File: config.mk
export PLATFORM = sky130hd
export DESIGN_NAME = gfg_divider
export DESIGN_NICKNAME = d
export VERILOG_FILES = /design/src/hdl/gfg_pkg.sv /design/src/hdl/gfg_divider.sv
export SDC_FILE = /design/constraint.sdc
export NUM_CORES = 2
export LEC_CHECK = 0
export CORE_MARGIN = 2
export CORE_UTILIZATION = 55
export CTS_BUF_LIST = sky130_fd_sc_hd__clkbuf_4 sky130_fd_sc_hd__clkbuf_8
export DETAILED_ROUTE_END_ITERATION = 8
export DONT_BUFFER_PORTS = 1
export PLACE_DENSITY = 0.7
export REMOVE_ABC_BUFFERS = 1
export SETUP_SLACK_MARGIN = 0.02
export SYNTH_ARGS = -nofsm -noshare
export SYNTH_HDL_FRONTEND = slang
export SYNTH_SLANG_ARGS = --single-unit
File: constraint.sdc
create_clock -name clk -period 6.13 [get_ports clk]
set_input_delay 0.3065 -clock clk [delete_from_list [all_inputs] [get_ports clk]]
set_output_delay 0.3065 -clock clk [all_outputs]
set_load 0.05 [all_outputs]
File: src/hdl/gfg_pkg.sv
// Shared types, constants and helpers for the gradient fill generator.
// No dependencies.
package gfg_pkg;

    localparam int MAX_DIM = 4096;
    localparam int DIM_W   = 13;   // width of a dimension register
    localparam int COORD_W = 12;
    localparam int WGT_W   = 25;   // blend weight and divisor, up to 2^24
    localparam int NUM_W   = 32;   // numerator, below 256 * divisor
    localparam int QBITS   = 8;    // quotient bits, one per divider stage
    localparam int NCH     = 4;    // red, green, blue, alpha
    localparam int NCORNER = 4;
    localparam int COLOR_W = 32;

    typedef enum logic [1:0] {
        MODE_VERT   = 2'd0,
        MODE_HORZ   = 2'd1,
        MODE_BILIN  = 2'd2,
        MODE_BILIN3 = 2'd3
    } gfg_mode_t;

    typedef enum logic [2:0] {
        REG_MODE   = 3'd0,
        REG_WIDTH  = 3'd1,
        REG_HEIGHT = 3'd2,
        REG_ALPHA  = 3'd3,
        REG_COLOR1 = 3'd4,
        REG_COLOR2 = 3'd5,
        REG_COLOR3 = 3'd6,
        REG_COLOR4 = 3'd7
    } gfg_reg_t;

    // Control that travels with each request
    typedef struct packed {
        logic valid;
        logic in_frame;
    } gfg_ctrl_t;

    // Channel idx of a packed RGBA word, red in the top byte
    function automatic logic [7:0] chan_of(input logic [COLOR_W-1:0] color,
                                           input logic [1:0] idx);
        logic [4:0] lo;
        lo = 5'(5'd24 - {idx, 3'b000});
        return color[lo +: 8];
    endfunction

endpackage

File: src/hdl/gfg_divider.sv
// Pipelined restoring divider, one quotient bit per stage, four channel lanes.
// Quotient fits QBITS since numerator < 2^QBITS * divisor. Depends on gfg_pkg.
module gfg_divider
    import gfg_pkg::*;
(
    input  logic                          clk,
    input  logic                          rst_n,
    input  gfg_ctrl_t                     ctrl_in,
    input  logic [NCH-1:0][NUM_W-1:0]     num_in,
    input  logic [WGT_W-1:0]              den_in,
    output gfg_ctrl_t                     ctrl_out,
    output logic [NCH-1:0][QBITS-1:0]     quo_out,
    output logic [NCH-1:0][WGT_W-1:0]     rem_out,
    output logic [WGT_W-1:0]              den_out
);

    gfg_ctrl_t                         ctrl_reg [QBITS];
    logic [WGT_W-1:0]                  den_reg  [QBITS];
    logic [NCH-1:0][NUM_W-1:0]         rem_reg  [QBITS];
    logic [NCH-1:0][QBITS-1:0]         quo_reg  [QBITS];

    for (genvar s = 0; s < QBITS; s++)
    begin : g_stage
        localparam int BIT = QBITS - 1 - s;
        gfg_ctrl_t                 ctrl_prev;
        logic [WGT_W-1:0]          den_prev;
        logic [NCH-1:0][NUM_W-1:0] rem_prev, rem_next;
        logic [NCH-1:0][QBITS-1:0] quo_prev, quo_next;
        logic [NUM_W-1:0]          den_shift;

        if (s == 0)
        begin : g_first
            assign ctrl_prev = ctrl_in;
            assign den_prev  = den_in;
            assign rem_prev  = num_in;
            assign quo_prev  = '0;
        end
        else
        begin : g_rest
            assign ctrl_prev = ctrl_reg[s-1];
            assign den_prev  = den_reg[s-1];
            assign rem_prev  = rem_reg[s-1];
            assign quo_prev  = quo_reg[s-1];
        end

        assign den_shift = NUM_W'(den_prev) << BIT;

        // Trial subtract per lane
        always_comb
        begin
            for (int c = 0; c < NCH; c++)
            begin
                quo_next[c] = quo_prev[c];
                if (rem_prev[c] >= den_shift)
                begin
                    rem_next[c]      = rem_prev[c] - den_shift;
                    quo_next[c][BIT] = 1'b1;
                end
                else
                begin
                    rem_next[c] = rem_prev[c];
                end
            end
        end

        always_ff @(posedge clk or negedge rst_n)
        begin
            if (!rst_n)
            begin
                ctrl_reg[s] <= '0;
            end
            else
            begin
                ctrl_reg[s] <= ctrl_prev;
            end
        end

        always_ff @(posedge clk)
        begin
            den_reg[s] <= den_prev;
            rem_reg[s] <= rem_next;
            quo_reg[s] <= quo_next;
        end
    end

    // Remainder is below the divisor after the last stage
    always_comb
    begin
        for (int c = 0; c < NCH; c++)
        begin
            rem_out[c] = rem_reg[QBITS-1][c][WGT_W-1:0];
        end
    end

    assign ctrl_out = ctrl_reg[QBITS-1];
    assign quo_out  = quo_reg[QBITS-1];
    assign den_out  = den_reg[QBITS-1];

endmodule

Word-level counts from Yosys, hierarchy flattened --
Memory sizes are Yosys's and may differ from the RTL's. Cells that the tools add are included.
Storage, ports and cells: flip-flop bits (word level) 16, RAM bits 1480, memories 3
Operators by class: add/subtract/negate cells 32, order comparisons 32, mux-type cells 64
Memory list:
- rem_reg | words 8, bits a word 128, rd ports 8, clocked after Yosys merged registers in 0, wr ports 8, RTL line gfg_divider.sv:19 | logic [NCH-1:0][NUM_W-1:0] rem_reg [QBITS];
- quo_reg | words 8, bits a word 32, rd ports 8, clocked after Yosys merged registers in 0, wr ports 8, RTL line gfg_divider.sv:20 | logic [NCH-1:0][QBITS-1:0] quo_reg [QBITS];
- den_reg | words 8, bits a word 25, rd ports 8, clocked after Yosys merged registers in 0, wr ports 8, RTL line gfg_divider.sv:18 | logic [WGT_W-1:0] den_reg [QBITS];
Operators by type and width (number):
- $mux 32 | 32
- $ge 32x25->1 | 4
- $ge 32x26->1 | 4
- $ge 32x27->1 | 4
- $ge 32x28->1 | 4
- $ge 32x29->1 | 4
- $ge 32x30->1 | 4
- $ge 32x31->1 | 4
- $ge 32x32->1 | 4
- $sub 32x25->32 | 4
- $sub 32x26->32 | 4
- $sub 32x27->32 | 4
- $sub 32x28->32 | 4
- $sub 32x29->32 | 4
- $sub 32x30->32 | 4
- $sub 32x31->32 | 4
- $sub 32x32->32 | 4
- $mux 1 | 32

Longest topological paths before layout --
An unclocked memory read counts as a cell.
depth after elaboration 3, mapped depth 16, gate-level depth less buffers 15

Least setup slack after synthesis --
No wires, ideal clock.
path type register to register, from memory den_reg[0][0], to memory rem_reg[0][167] in the netlist's numbering, arrival time 3.134 ns, slack 2.873 ns, cell stages (with the launch flop) 14, buffers on the path 1, period minus slack after synthesis 3.257 ns, cell sequence dfxtp_1 -> ha_1 -> inv_1 -> fa_1 -> a21oi_1 -> o22ai_1 -> o41a_1 -> a31oi_1 -> a21oi_1 -> o21a_1 -> o211ai_1 -> nor3b_2 -> buf_2 -> mux2_1
RTL lines (RTL line):
- start: declaration | gfg_divider.sv:18
- end: declaration | gfg_divider.sv:19

==> results.sh <==
export IMPL_tightest_slew_ns=1.23
export IMPL_drive_above_1_share=0.0648
export IMPL_synth_area_um2=78100
export IMPL_syn_to_final_growth_pct=12.7
export IMPL_finalWorstSetupSlack_ns=0.765
export IMPL_grt_pass1_wl_um=399000
export IMPL_clk_latency_ns=1.00
export IMPL_power_frac_comb=0.516
export IMPL_worstSetupStartpointType="input pin"
export IMPL_final_cell_mix="dfxtp_1 (1340), a21oi_1 (884), ha_1 (800)"
export IMPL_wire_per_inst_um=23.3
export IMPL_die_x_um=381
export IMPL_p_leak_nw=39.0
export IMPL_routabilityCongestion=1.03
export IMPL_report_final_hold_viol_count=0
export IMPL_cts_made_buffers=222
export IMPL_cts_hold_buf=274
export IMPL_ir_worst_vdd_mv=0.417
export IMPL_ys_warn_count=0
export IMPL_p_clk_frac=0.173
export IMPL_synth_cells=9096
export IMPL_ys_seq_area_frac=0.349
export IMPL_switching_power_mw=24.2
export IMPL_crit_top_cell="dlygate4sd3_1"
export IMPL_period_share=0.875
export IMPL_ctsHtreeMaxLevel=4
export IMPL_final_setup_tns_ns=0
export IMPL_cts_resized=0
export IMPL_drt_vias_per_instance=6.01
export IMPL_ios=316
export IMPL_relSlewSlack=0.174
export IMPL_worstHoldPathType="input pin to flip-flop"
export IMPL_dp_slack_ns=1.61
export IMPL_path_class="input pin to flip-flop"
export IMPL_async_flop_share=0.0118
export IMPL_drt_iter0_markers=5184
export IMPL_grt_overflow_total=0
export IMPL_cap_viol_max_count=0
export IMPL_synth_ff_type="dfxtp_1"
export IMPL_clock_fmax_ghz=0.186
export IMPL_clk_pin_slew_worst_paths_ns=0.06
export IMPL_cts_tree="done"
export IMPL_path_cells="dlygate4sd3_1, dlygate4sd3_1, inv_1, ha_1, nand2_1, nor4_1, a41o_1, a31oi_1, o21ai_1, a21oi_1, o21ai_4, buf_4, mux2_1, dlygate4sd3_1"
export IMPL_wl_um=268000
export IMPL_synth_avg_cell_area_um2=8.58
export IMPL_hold_ws_ns=0.0536
export IMPL_ant_nets=0
export IMPL_grt_pass1_vias=69500
export IMPL_cp_data_arrival_time_ns=6.22
export IMPL_fin_util=0.623
export IMPL_clk_root_buffer_cell="clkbuf_8"
export IMPL_grt_max_degree=54
export IMPL_initial_core_util=0.553
export IMPL_p_per_area_nw_per_um2=602
export IMPL_route_detailed_drc=0
export IMPL_grt_total_usage=0.356
export IMPL_end_kind="flip-flop"
export IMPL_synth_edf_count=0
export IMPL_slew_viol_final=0
export IMPL_ys_seq_elements=1356
export IMPL_dp_hpwl_um=217000
export IMPL_crit_path_top_delay_cell="o21ai_4"
export IMPL_drt_pass1_iter_count=6
export IMPL_layout_commonest_cell="dfxtp_1"
export IMPL_final_nets=10400
export IMPL_finalSetupViolations=0
export IMPL_outcome="finished clean"
export IMPL_worstPathRequired_ns=6.99
export IMPL_slowest_delay_ns=0.82
export IMPL_clockBufferDepth=3
export IMPL_rsz0062_at_grt="no"
export IMPL_die_area_um2=145000
export IMPL_clock_sinks=1356
export IMPL_power_frac_seq=0.311
export IMPL_die_y_um=381
export IMPL_largest_reg_flops=996
export IMPL_final_min_clock_period_ns=5.36
export IMPL_core_area_um2=141000
export IMPL_io_buffers=0
export IMPL_vias=68900
export IMPL_std_cell_rows=138
export IMPL_cts_setup_buffers=0
export IMPL_synth_cell_type_count=100
export IMPL_antenna_found_initial=4
export IMPL_p_int_mw=28.8
export IMPL_switching_share=0.456
export IMPL_finalClockSkew_ns=0.0915
export IMPL_critical_path_peak_fanout=33
[per-stage QoR]
stage               std cells  area, µm²  power [mW]
finish                  11500      88000        53.0
global route            11500      88000        56.2
CTS                     11500      88000        52.5
detailed placement      10800      80000        43.1
global placement        10800      80000        42.7
floorplan                8837      77000        35.0
[worst paths after layout]
check	end	start	depth (start not counted)	slack, ns
max in group asynchronous	ctrl_reg[8]	rst_n	2	5.27
min in group asynchronous	ctrl_reg[14]	rst_n	2	0.40
worst min-delay path	rem_reg[0][122]	num_in[122]	4	0.05
worst max register to register	rem_reg[1][388]	den_reg[1][65]	10	1.55
worst max-delay path	rem_reg[0][11]	den_in[2]	14	0.77
worst min register to register	den_reg[1][59]	den_reg[1][34]	0	0.32
[cell families (layout without fill, tap and decap cells)]
group,after synthesis,count (layout),share of synthesized area
other,0,3,0
AOI/OAI and AO/OA,2820,2820,0.222
DFF,1356,1356,0.349
muxes,162,162,0.0231
xor gates and xnor gates,736,736,0.0825
and+or+nand+nor,2477,2477,0.151
buffers and inverters,713,1191,0.0360
adders and majority gates,832,832,0.136
[metal layers]
layer / vias up / GRT usage / wire [µm] / part of all wire
met5: - / 0 / 0 / 0
met4: 0 / 0.277 / 23700 / 0.088
met3: 852 / 0.0451 / 14600 / 0.055
met2: 2802 / 0.636 / 130000 / 0.49
met1: 32100 / 0.381 / 99500 / 0.37
li1: 33100 / - / - / -
[Yosys cell counts, drive strengths merged (124+ instances only)]
cell | number | area (µm²)
xor2 | 309 | 2710
clkbuf | 196 | 736
nand2 | 792 | 2970
ha | 800 | 10000
inv | 453 | 1700
o21ai | 778 | 3890
dfxtp | 1340 | 26800
xnor2 | 427 | 3740
a21o | 376 | 2820
a21oi | 885 | 4430
mux2 | 148 | 1670
nand2b | 130 | 813
nor2 | 666 | 2500
nor2b | 124 | 783
nor3 | 126 | 636
nand3 | 142 | 711
[critical path: cells and delay by family]
family                   cells  cell delay (ns)
buffers and inverters        5             2.12
AO/OA/AOI/OAI                5             2.07
AND/OR/NAND/NOR              2             0.96
multiplexers                 1             0.33
adder cells (fa/ha/maj)      1             0.38
[area by class of cell]
cell class              instances  area (µm²)
flip-flops and latches       1356       27200
well taps                    1890        2360
repair buffers                325        3130
clock buffers                 329        4200
fillers                     12300       53200
clock inverters                83        1090
inverters                     454        1700
diodes                          3        7.51
multi-input cells            7027       48300
[power by group through the flow]
| stage | clock [mW] | sequential (mW) | combinational (mW) |
|---|---|---|---|
| after floorplan | 0 | 15.1 | 19.9 |
| after global placement | 0 | 16.5 | 26.2 |
| after detailed placement | 0 | 16.5 | 26.5 |
| after CTS | 9.28 | 16.4 | 26.9 |
| after global routing | 9.68 | 16.7 | 29.9 |
| final | 9.15 | 16.5 | 27.4 |
(Power assumes the default switching activity.)
